===== src/sv/psq_pkg.sv =====
`default_nettype none

package psq_pkg;

    // Default position of the binary point in pitch volts.
    localparam int FRACTION_BITS_DEF = 16;

    // Fixed field widths.
    localparam int PITCH_W     = 22;
    localparam int CV_W        = 22;
    localparam int OFFSET_W    = 18;
    localparam int MASK_W      = 12;
    localparam int GAIN_W      = 16;
    localparam int GAIN_FRAC   = 14;
    localparam int TUNE_W      = 48;
    localparam int CENT_W      = 8;
    localparam int OUT_W       = 24;
    localparam int CLASS_W     = 4;
    localparam int CFG_DATA_W  = 48;
    localparam int CFG_INDEX_W = 3;
    localparam int S_TDATA_W   = 48;
    localparam int M_TDATA_W   = 32;

    // Nearest-note table geometry.
    localparam int SEMITONES     = 12;
    localparam int TABLE_DEPTH   = 24;
    localparam int TABLE_IDX_W   = 5;
    localparam int NOTE_W        = 6;
    localparam int NOTES_PER_BANK = 6;

    // Cents arithmetic: one semitone is 100 cents, one octave is 1200 cents.
    // The division by 1200 is split into a shift by 4 and a division by 75.
    localparam int CENTS_PER_NOTE   = 100;
    localparam int CENTS_PER_OCTAVE = 1200;
    localparam int CENTS_SHIFT      = 4;
    localparam int RECIP_DIV        = CENTS_PER_OCTAVE >> CENTS_SHIFT;
    localparam int ROUND_BIAS       = (CENTS_PER_OCTAVE / 2) >> CENTS_SHIFT;
    localparam int TUNE_SUM_W       = 12;

    // Output saturation limits.
    localparam int OUT_MAX = (2 ** (OUT_W - 1)) - 1;
    localparam int OUT_MIN = -(2 ** (OUT_W - 1));

    // Register reset values.
    localparam logic [MASK_W-1:0] MASK_RESET = 12'hFFF;
    localparam logic [GAIN_W-1:0] GAIN_RESET = 16'd16384;

    // Configuration register indexes.
    typedef enum logic [CFG_INDEX_W-1:0] {
        REG_NOTE_MASK    = 3'd0,
        REG_SCALE_GAIN   = 3'd1,
        REG_OFFSET_VOLTS = 3'd2,
        REG_TUNE_LOW     = 3'd3,
        REG_TUNE_HIGH    = 3'd4
    } cfg_reg_t;

    typedef logic signed [NOTE_W-1:0] table_entry_t;

    // Folds a semitone in the range -12..23 into its class 0..11.
    function automatic logic [CLASS_W-1:0] wrap_class(input int n);
        if (n < 0) begin
            return CLASS_W'(n + SEMITONES);
        end else if (n >= SEMITONES) begin
            return CLASS_W'(n - SEMITONES);
        end
        return CLASS_W'(n);
    endfunction

    // Nearest enabled note to semitone (entry+1)/2. The lower note wins a tie,
    // and an empty mask enables every note. With at least one note enabled in
    // each octave the answer is never more than half an octave away.
    function automatic table_entry_t nearest_note(input logic [MASK_W-1:0] mask,
                                                  input int entry);
        logic [MASK_W-1:0] enabled;
        int                target;
        logic              found;
        table_entry_t      best;
        enabled = (mask == '0) ? '1 : mask;
        target  = (entry + 1) >> 1;
        found   = 1'b0;
        best    = NOTE_W'(target);
        for (int d = 0; d <= SEMITONES / 2; d++) begin
            if (!found && enabled[wrap_class(target - d)]) begin
                best  = NOTE_W'(target - d);
                found = 1'b1;
            end else if (!found && enabled[wrap_class(target + d)]) begin
                best  = NOTE_W'(target + d);
                found = 1'b1;
            end
        end
        return best;
    endfunction

endpackage

`default_nettype wire


===== src/sv/pitch_scale_quantizer_core.sv =====
// Pitch scale quantizer: snaps a 1 V/octave pitch to the enabled notes of a scale.
// Input items arrive on the s_ stream: pitch sample and offset CV, both signed volts.
// Result items leave on the m_ stream: quantized pitch with the note's microtune
// applied, and the chosen note's class within the octave (0 is C).
// Configuration is a plain write port (cfg_wr_en, cfg_index, cfg_wr_data); a write to
// the note mask rebuilds the 24-entry nearest-note table in the same clock. Writes
// are expected only while the pipeline is empty.
// Throughput is one item per clock while the result stream is not stalled. There are
// eight register stages, the first loaded at the accepting edge. The sum, the gain
// multiply, the range scaling, the divide-by-3 reciprocal multiply, the table lookup,
// the cents sum, the divide-by-75 reciprocal multiply and the final correction with
// saturation each take one register stage.
// Each stage carries its own valid bit and loads whenever the stage after it can take
// its item, so bubbles close up. When m_tready is low the pipeline keeps accepting
// until all eight stages hold an item; only then does s_tready drop.
// Reset (aresetn low, synchronous) empties the pipeline and restores the configuration
// registers and note table: all notes enabled, unity gain, zero offset and zero microtune.
`default_nettype none

module pitch_scale_quantizer_core
    import psq_pkg::*;
#(
    parameter int FRACTION_BITS = FRACTION_BITS_DEF
) (
    input  wire logic                   aclk,
    input  wire logic                   aresetn,
    // Input stream.
    input  wire logic                   s_tvalid,
    output logic                        s_tready,
    input  wire logic [S_TDATA_W-1:0]   s_tdata,     // pitch_sample[21:0], offset_cv[43:22]
    // Result stream.
    output logic                        m_tvalid,
    input  wire logic                   m_tready,
    output logic [M_TDATA_W-1:0]        m_tdata,     // quantized_pitch[23:0], note_class[27:24]
    // Configuration writes.
    input  wire logic                   cfg_wr_en,
    input  wire logic [CFG_INDEX_W-1:0] cfg_index,
    input  wire logic [CFG_DATA_W-1:0]  cfg_wr_data
);

    // Derived datapath widths.
    localparam int NSTAGE   = 8;
    localparam int SUM_W    = PITCH_W + 2;
    localparam int PROD_W   = SUM_W + GAIN_W + 1;
    localparam int P24_W    = PROD_W + 5;
    localparam int SHIFT    = FRACTION_BITS + GAIN_FRAC;
    localparam int RANGE_W  = P24_W - SHIFT;
    localparam int R3_W     = RANGE_W - 3;
    localparam int XB_W     = R3_W + 2;
    localparam int XBP_W    = 2 * XB_W;
    localparam int Q3_W     = XB_W - 1;
    localparam int OCT_W    = R3_W;
    localparam int O2_W     = OCT_W + 1;
    localparam int O2M_W    = O2_W + 1;
    localparam int Z_W      = TUNE_SUM_W + FRACTION_BITS - CENTS_SHIFT;
    localparam int ZP_W     = 2 * Z_W;
    localparam int Q75_W    = Z_W - 6;
    localparam int REM75_W  = 8;
    localparam int V_W      = O2_W + FRACTION_BITS + 2;

    // Bias that makes the range quotient non-negative before the divide by 3.
    localparam logic [XB_W-1:0]  BIAS3    = XB_W'(64'd3 << (R3_W - 1));
    localparam logic [Q3_W:0]    OCT_OFF  = (Q3_W + 1)'(64'd1 << (R3_W - 1));
    localparam logic [Q3_W-1:0]  RECIP3   = Q3_W'((64'd1 << XB_W) / 64'd3);
    localparam logic [Q75_W-1:0] RECIP75  = Q75_W'((64'd1 << Z_W) / 64'(RECIP_DIV));

    // ------------------------------------------------------------------
    // Configuration registers and nearest-note table.
    // ------------------------------------------------------------------
    logic [MASK_W-1:0]          note_mask_reg;
    logic [GAIN_W-1:0]          scale_gain_reg;
    logic signed [OFFSET_W-1:0] offset_volts_reg;
    logic [TUNE_W-1:0]          tune_low_reg;
    logic [TUNE_W-1:0]          tune_high_reg;
    table_entry_t               table_reg [TABLE_DEPTH];

    always_ff @(posedge aclk) begin
        if (!aresetn) begin
            note_mask_reg    <= MASK_RESET;
            scale_gain_reg   <= GAIN_RESET;
            offset_volts_reg <= '0;
            tune_low_reg     <= '0;
            tune_high_reg    <= '0;
            for (int i = 0; i < TABLE_DEPTH; i++) begin
                table_reg[i] <= nearest_note(MASK_RESET, i);
            end
        end else if (cfg_wr_en) begin
            unique case (cfg_index)
                REG_NOTE_MASK: begin
                    note_mask_reg <= cfg_wr_data[MASK_W-1:0];
                    for (int i = 0; i < TABLE_DEPTH; i++) begin
                        table_reg[i] <= nearest_note(cfg_wr_data[MASK_W-1:0], i);
                    end
                end
                REG_SCALE_GAIN:   scale_gain_reg   <= cfg_wr_data[GAIN_W-1:0];
                REG_OFFSET_VOLTS: offset_volts_reg <= $signed(cfg_wr_data[OFFSET_W-1:0]);
                REG_TUNE_LOW:     tune_low_reg     <= cfg_wr_data[TUNE_W-1:0];
                REG_TUNE_HIGH:    tune_high_reg    <= cfg_wr_data[TUNE_W-1:0];
                default: ;
            endcase
        end
    end

    // ------------------------------------------------------------------
    // Pipeline flow control: a stage loads when it is empty or when the
    // stage after it loads.
    // ------------------------------------------------------------------
    logic [NSTAGE-1:0] valid_reg;
    logic [NSTAGE-1:0] stage_ready;

    always_comb begin
        stage_ready[NSTAGE-1] = !valid_reg[NSTAGE-1] || m_tready;
        for (int k = NSTAGE - 2; k >= 0; k--) begin
            stage_ready[k] = !valid_reg[k] || stage_ready[k+1];
        end
    end

    always_ff @(posedge aclk) begin
        if (!aresetn) begin
            valid_reg <= '0;
        end else begin
            if (stage_ready[0]) begin
                valid_reg[0] <= s_tvalid;
            end
            for (int k = 1; k < NSTAGE; k++) begin
                if (stage_ready[k]) begin
                    valid_reg[k] <= valid_reg[k-1];
                end
            end
        end
    end

    assign s_tready = stage_ready[0];
    assign m_tvalid = valid_reg[NSTAGE-1];

    // ------------------------------------------------------------------
    // Stage 0: pitch plus offset CV plus offset register.
    // ------------------------------------------------------------------
    logic signed [PITCH_W-1:0] in_pitch;
    logic signed [CV_W-1:0]    in_cv;
    logic signed [SUM_W-1:0]   s0_sum_next;
    logic signed [SUM_W-1:0]   s0_sum_reg;

    assign in_pitch    = $signed(s_tdata[PITCH_W-1:0]);
    assign in_cv       = $signed(s_tdata[PITCH_W+CV_W-1:PITCH_W]);
    assign s0_sum_next = SUM_W'(in_pitch) + SUM_W'(in_cv) + SUM_W'(offset_volts_reg);

    always_ff @(posedge aclk) begin
        if (stage_ready[0]) begin
            s0_sum_reg <= s0_sum_next;
        end
    end

    // ------------------------------------------------------------------
    // Stage 1: gain multiply.
    // ------------------------------------------------------------------
    logic signed [PROD_W-1:0] s1_prod_next;
    logic signed [PROD_W-1:0] s1_prod_reg;

    assign s1_prod_next = PROD_W'(s0_sum_reg) * PROD_W'($signed({1'b0, scale_gain_reg}));

    always_ff @(posedge aclk) begin
        if (stage_ready[1]) begin
            s1_prod_reg <= s1_prod_next;
        end
    end

    // ------------------------------------------------------------------
    // Stage 2: scale to 1/24-volt ranges and floor. The range is split
    // into its low three bits and a biased quotient by 8 that goes on
    // to the divide by 3.
    // ------------------------------------------------------------------
    logic signed [P24_W-1:0]   p24;
    logic signed [P24_W-1:0]   p24_shr;
    logic signed [RANGE_W-1:0] range_val;
    logic signed [R3_W-1:0]    r3;
    logic signed [XB_W-1:0]    r3_ext;
    logic [XB_W-1:0]           s2_xb_next;
    logic [XB_W-1:0]           s2_xb_reg;
    logic [2:0]                s2_low_reg;

    // Times 24 as times 16 plus times 8.
    assign p24        = (P24_W'(s1_prod_reg) <<< 4) + (P24_W'(s1_prod_reg) <<< 3);
    assign p24_shr    = p24 >>> SHIFT;
    assign range_val  = RANGE_W'(p24_shr);
    assign r3         = R3_W'(range_val >>> 3);
    assign r3_ext     = XB_W'(r3);
    assign s2_xb_next = $unsigned(r3_ext) + BIAS3;

    always_ff @(posedge aclk) begin
        if (stage_ready[2]) begin
            s2_xb_reg  <= s2_xb_next;
            s2_low_reg <= range_val[2:0];
        end
    end

    // ------------------------------------------------------------------
    // Stage 3: reciprocal multiply for the divide by 3; the estimate is
    // the true quotient or one below it.
    // ------------------------------------------------------------------
    logic [XBP_W-1:0] xb_prod;
    logic [Q3_W-1:0]  s3_q_reg;
    logic [XB_W-1:0]  s3_xb_reg;
    logic [2:0]       s3_low_reg;

    assign xb_prod = XBP_W'(s2_xb_reg) * XBP_W'(RECIP3);

    always_ff @(posedge aclk) begin
        if (stage_ready[3]) begin
            s3_q_reg   <= Q3_W'(xb_prod >> XB_W);
            s3_xb_reg  <= s2_xb_reg;
            s3_low_reg <= s2_low_reg;
        end
    end

    // ------------------------------------------------------------------
    // Stage 4: correct the quotient, form octave and table index, look up
    // the nearest note and fold it into octave and class.
    // ------------------------------------------------------------------
    logic [XB_W-1:0]             q_times3;
    logic [XB_W-1:0]             rem3_full;
    logic [2:0]                  rem3;
    logic [2:0]                  rem3_fix;
    logic [Q3_W-1:0]             q3_fix;
    logic signed [Q3_W:0]        oct_wide;
    logic signed [OCT_W-1:0]     octave;
    logic [TABLE_IDX_W-1:0]      tbl_idx;
    table_entry_t                tbl_note;
    logic signed [2:0]           note_oct;
    logic signed [NOTE_W-1:0]    note_cls_wide;
    logic signed [O2_W-1:0]      s4_o2_next;
    logic signed [O2_W-1:0]      s4_o2_reg;
    logic [CLASS_W-1:0]          s4_cls_reg;

    assign q_times3  = XB_W'({s3_q_reg, 1'b0}) + XB_W'(s3_q_reg);
    assign rem3_full = s3_xb_reg - q_times3;
    assign rem3      = rem3_full[2:0];

    always_comb begin
        if (rem3 >= 3'd3) begin
            q3_fix   = s3_q_reg + Q3_W'(1);
            rem3_fix = rem3 - 3'd3;
        end else begin
            q3_fix   = s3_q_reg;
            rem3_fix = rem3;
        end
    end

    assign oct_wide = $signed({1'b0, q3_fix}) - $signed(OCT_OFF);
    assign octave   = OCT_W'(oct_wide);
    assign tbl_idx  = {rem3_fix[1:0], s3_low_reg};
    assign tbl_note = table_reg[tbl_idx];

    // Table notes lie within one octave either side; fold into the octave.
    always_comb begin
        if (tbl_note < 0) begin
            note_oct      = -3'sd1;
            note_cls_wide = tbl_note + NOTE_W'(SEMITONES);
        end else if (tbl_note < NOTE_W'(SEMITONES)) begin
            note_oct      = 3'sd0;
            note_cls_wide = tbl_note;
        end else if (tbl_note < NOTE_W'(2 * SEMITONES)) begin
            note_oct      = 3'sd1;
            note_cls_wide = tbl_note - NOTE_W'(SEMITONES);
        end else begin
            note_oct      = 3'sd2;
            note_cls_wide = tbl_note - NOTE_W'(2 * SEMITONES);
        end
    end

    assign s4_o2_next = O2_W'(octave) + O2_W'(note_oct);

    always_ff @(posedge aclk) begin
        if (stage_ready[4]) begin
            s4_o2_reg  <= s4_o2_next;
            s4_cls_reg <= CLASS_W'(note_cls_wide);
        end
    end

    // ------------------------------------------------------------------
    // Stage 5: microtune lookup and the cents value within the octave.
    // One octave is added so the value stays positive; the octave count
    // is lowered by one to match.
    // ------------------------------------------------------------------
    logic                      use_low_bank;
    logic [TUNE_W-1:0]         tune_bank;
    logic [2:0]                tune_sel;
    logic [CENT_W-1:0]         cents;
    logic [TUNE_SUM_W-1:0]     cents_total;
    logic [Z_W-1:0]            s5_z_next;
    logic [Z_W-1:0]            s5_z_reg;
    logic signed [O2M_W-1:0]   s5_o2m1_reg;
    logic [CLASS_W-1:0]        s5_cls_reg;

    assign use_low_bank = s4_cls_reg < CLASS_W'(NOTES_PER_BANK);
    assign tune_bank    = use_low_bank ? tune_low_reg : tune_high_reg;
    assign tune_sel     = use_low_bank ? s4_cls_reg[2:0]
                                       : 3'(s4_cls_reg - CLASS_W'(NOTES_PER_BANK));
    assign cents        = tune_bank[{tune_sel, 3'b000} +: CENT_W];
    assign cents_total  = TUNE_SUM_W'(s4_cls_reg) * TUNE_SUM_W'(CENTS_PER_NOTE)
                        + {{(TUNE_SUM_W - CENT_W){cents[CENT_W-1]}}, cents}
                        + TUNE_SUM_W'(CENTS_PER_OCTAVE);
    assign s5_z_next    = (Z_W'(cents_total) << (FRACTION_BITS - CENTS_SHIFT))
                        + Z_W'(ROUND_BIAS);

    always_ff @(posedge aclk) begin
        if (stage_ready[5]) begin
            s5_z_reg    <= s5_z_next;
            s5_o2m1_reg <= O2M_W'(s4_o2_reg) - O2M_W'(1);
            s5_cls_reg  <= s4_cls_reg;
        end
    end

    // ------------------------------------------------------------------
    // Stage 6: reciprocal multiply for the divide by 75.
    // ------------------------------------------------------------------
    logic [ZP_W-1:0]         z_prod;
    logic [Q75_W-1:0]        s6_q_reg;
    logic [Z_W-1:0]          s6_z_reg;
    logic signed [O2M_W-1:0] s6_o2m1_reg;
    logic [CLASS_W-1:0]      s6_cls_reg;

    assign z_prod = ZP_W'(s5_z_reg) * ZP_W'(RECIP75);

    always_ff @(posedge aclk) begin
        if (stage_ready[6]) begin
            s6_q_reg    <= Q75_W'(z_prod >> Z_W);
            s6_z_reg    <= s5_z_reg;
            s6_o2m1_reg <= s5_o2m1_reg;
            s6_cls_reg  <= s5_cls_reg;
        end
    end

    // ------------------------------------------------------------------
    // Stage 7: quotient correction, octave recombination and saturation.
    // ------------------------------------------------------------------
    logic [Z_W-1:0]          rem75_full;
    logic [REM75_W-1:0]      rem75;
    logic [Q75_W-1:0]        q75_fix;
    logic signed [V_W-1:0]   v_base;
    logic signed [V_W-1:0]   v_frac;
    logic signed [V_W-1:0]   v_sum;
    logic signed [OUT_W-1:0] s7_pitch_next;
    logic signed [OUT_W-1:0] s7_pitch_reg;
    logic [CLASS_W-1:0]      s7_cls_reg;

    assign rem75_full = s6_z_reg - Z_W'(s6_q_reg) * Z_W'(RECIP_DIV);
    assign rem75      = REM75_W'(rem75_full);
    assign q75_fix    = (rem75 >= REM75_W'(RECIP_DIV)) ? s6_q_reg + Q75_W'(1) : s6_q_reg;
    assign v_base     = V_W'(s6_o2m1_reg) <<< FRACTION_BITS;
    assign v_frac     = $signed(V_W'(q75_fix));
    assign v_sum      = v_base + v_frac;

    always_comb begin
        if (v_sum > V_W'(OUT_MAX)) begin
            s7_pitch_next = OUT_W'(OUT_MAX);
        end else if (v_sum < V_W'(OUT_MIN)) begin
            s7_pitch_next = OUT_W'(OUT_MIN);
        end else begin
            s7_pitch_next = OUT_W'(v_sum);
        end
    end

    always_ff @(posedge aclk) begin
        if (stage_ready[7]) begin
            s7_pitch_reg <= s7_pitch_next;
            s7_cls_reg   <= s6_cls_reg;
        end
    end

    assign m_tdata = {(M_TDATA_W - OUT_W - CLASS_W)'(0), s7_cls_reg, s7_pitch_reg};

endmodule

`default_nettype wire


===== config.mk =====
export PLATFORM = sky130hd
export DESIGN_NAME = pitch_scale_quantizer_core
export DESIGN_NICKNAME = d
export VERILOG_FILES = /design/src/sv/psq_pkg.sv /design/src/sv/pitch_scale_quantizer_core.sv
export SDC_FILE = /design/constraint.sdc
export NUM_CORES = 2
export LEC_CHECK = 0
export ABC_AREA = 1
export BUFFER_PORTS_ARGS = -buffer_cell sky130_fd_sc_hd__buf_2
export CAP_MARGIN = 10
export CORE_MARGIN = 4
export CORE_UTILIZATION = 40
export DETAILED_ROUTE_END_ITERATION = 7
export PLACE_DENSITY = 0.55
export SLEW_MARGIN = 20
export SYNTH_ARGS = -nofsm -noshare
export SYNTH_HDL_FRONTEND = slang
export SYNTH_SLANG_ARGS = --single-unit

===== constraint.sdc =====
create_clock -name aclk -period 9.2 [get_ports aclk]
set_input_delay 1.84 -clock aclk [delete_from_list [all_inputs] [get_ports aclk]]
set_output_delay 1.84 -clock aclk [all_outputs]
set_load 0.02 [all_outputs]

==> reports/metrics.csv <==
stage,metric,value,unit
run,maxCapViolations,0,
timing,max_freq,141,MHz
timing,post-route-period-util,77.2,%
cells_and_area,nets,6535,
clocking,cts.htree.levels,2,
clocking,ctsHoldBuffers,0,
route,dr.pass1.iters,5,
clocking,clkTransAtPathRegs,0.06,ns
route,drc,0,
route,detail-route-antenna-nets,0,
global_routing,grt_max_degree,89,
setup_path,start_kind,flop,
timing,rsz0062_at_grt,false,
placement,globalplace.congestion,0.905,
global_routing,grt_pass1_wl,193000,µm
route,num_vias,35500,
synth,synth_edf_count,275,
cells_and_area,mostFrequentLayoutCells,"inv_1, nand2_1, fa_1, ha_1, nor2_1",
clocking,cts.repair.resized,0,
timing,skew,0.0162,ns
die,coreArea,113000,µm²
global_routing,antenna_found_initial,4,
setup_path,required,9.61,ns
cells_and_area,area_growth,8.20,%
global_routing,grt_use_total,20.3,%
setup_path,cp.arrival,7.51,ns
synth,postSynthCellCount,5476,
synth,async_flop_share,0,%
setup_path,cp_max_fo,16,
global_routing,grt_pass1_vias,36400,
synth,avgSynthCellArea,8.29,µm²
timing,hold_violations,0,
clocking,cts_made_buffers,48,
die,fp.dieH,345,µm
cells_and_area,drive_above_1_share,5.81,%
clocking,cts_tree,done,
clocking,clock-sinks,413,
placement,port_buffers,129,
timing,slew-limit-headroom,26.1,%
clocking,cts_setup_buffers,0,
die,fp.dieArea,119000,µm²
timing,worst_pin_slew,1.11,ns
timing,finalSetupViolations,0,
timing,tns,0,ns
clocking,worstSkewPairLatency,0.60,ns
synth,synthFlopType,edfxtp_1,
synth,ys_seq_area_share,24.3,%
synth,yosysWarningCount,0,
synth,syn_area,45400,µm²
clocking,clk_path_buf_depth,3,
route,drt_iter0_drc,2111,
die,io-pin-count,138,
status,status,finished clean,
global_routing,grt_overflow_total,0,
clocking,cts-root-buf,clkbuf_16,
setup_path,cp-end-kind,flop,
synth,synth_seq_cells,413,
route,wire_per_inst,16.8,µm
synth,synth.distinct_cells,65,
die,start_util,40.3,%
cells_and_area,layout_commonest_cell,inv_1,
placement,hpwl,94100,µm
timing,fin_crit,7.10,ns
cells_and_area,largest_reg_flops,61,
die,die_w,345,µm
route,vias_per_cell,5.03,
cells_and_area,fillers,11400,
route,drt-total-wl,119000,µm
worst_hold_path,hold_class,flop to flop,
die,num_rows,123,
setup_path,worst-setup-path-type,flop to flop,
timing,final_max_slew_viol_count,0,
## through the flow
step	hold slack [ns]	worst slack [ns]	utilization [%]	instance area, µm²	std cells
after floorplan	0.400	1.36	-	45400	5479
after global placement	0.402	2.15	42.1	47500	6956
after detailed placement	0.405	2.09	42.1	47500	6956
after CTS	0.416	2.06	43.6	49100	7046
after global routing	0.423	1.62	43.6	49100	7046
final	0.416	2.10	43.6	49100	7049
## layer usage
metal  global-route usage [%]  up-vias  wire, µm
met5                        0        -        18
met4                     5.57        2      3150
met3                     1.87      176      4940
met2                     36.1      775     58600
met1                     26.4    17200     52000
li1                         -    17300         -
## cell type report
cell class / count / area (µm²) / share of cell area, %
well taps: 1500 / 1880 / 3.82
repair buffers: 165 / 918 / 1.87
inverters: 1190 / 4470 / 9.10
diodes: 3 / 7.51 / 0.0153
multi-input cells: 3688 / 29200 / 59.4
flip-flops and latches: 413 / 11000 / 22.4
clock inverters: 16 / 213 / 0.433
clock buffers: 74 / 1440 / 2.93
## worst max-delay path: stages, from the launching register on
cell and delay, ns:
edfxtp_1 0.85, nand2_1 0.20, inv_1 0.17, fa_1 0.58, fa_1 0.96, inv_1 0.23
fa_1 0.57, fa_1 0.44, fa_1 0.52, fa_1 0.54, inv_1 0.04, ha_1 0.38
nand2_1 0.13, nor3_1 0.28, nand2_1 0.13, nor3_1 0.32, o21ai_0 0.15, nand3_1 0.15
xor2_1 0.25
## path summary, 6_finish.rpt
check / slack (ns) / depth (start not counted) / to / start
setup / recovery: 2.10 / 18 / s1_prod_reg[39] / s0_sum_reg[23]
hold / removal: 0.42 / 0 / s6_o2m1_reg[4] / s5_o2m1_reg[4]
setup reg to reg: 2.10 / 18 / s1_prod_reg[39] / s0_sum_reg[23]
hold reg to reg: 0.42 / 0 / s6_o2m1_reg[4] / s5_o2m1_reg[4]
## synth_stat cells, types with 7 or more instances
library cell	n	share of area (%)
a21o_1	19	0.31
a21oi_1	289	3.2
a221oi_1	8	0.15
a31oi_1	27	0.37
a32o_1	7	0.15
buf_1	7	0.058
buf_2	9	0.099
clkbuf_1	165	1.4
dfxtp_1	138	6.1
edfxtp_1	275	18
fa_1	519	23
ha_1	406	11
inv_1	1168	9.7
inv_2	15	0.12
nand2_1	1008	8.3
nand2_2	9	0.12
nand2_4	8	0.20
nand3_1	202	2.2
nand3b_1	15	0.25
nand4_1	48	0.66
nor2_1	374	3.1
nor2_2	11	0.15
nor2_4	8	0.20
nor3_1	51	0.56
nor4_1	13	0.18
o211ai_1	44	0.73
o21a_1	11	0.18
o21ai_0	288	3.2
o21ai_1	10	0.11
o21bai_1	24	0.40
o221ai_1	20	0.39
o22ai_1	28	0.39
xnor2_1	56	1.1
xor2_1	125	2.4
## logic make-up (layout without fill, tap and decap cells)
logic type	count (synthesis)	count (layout)	share of synthesized area (%)
buf+inv	1378	1445	11.5
xor+xnor	181	181	3.49
other cells	1	7	0.00826
flops	413	413	24.3
fa+ha+maj	925	925	34.1
mux	4	4	0.0882
compound gates	803	803	10.1
simple gates	1771	1771	16.5
Power is left out: the tool's default activity adds up to more than one toggle a clock period on the data nets, which glitch-free logic cannot reach.
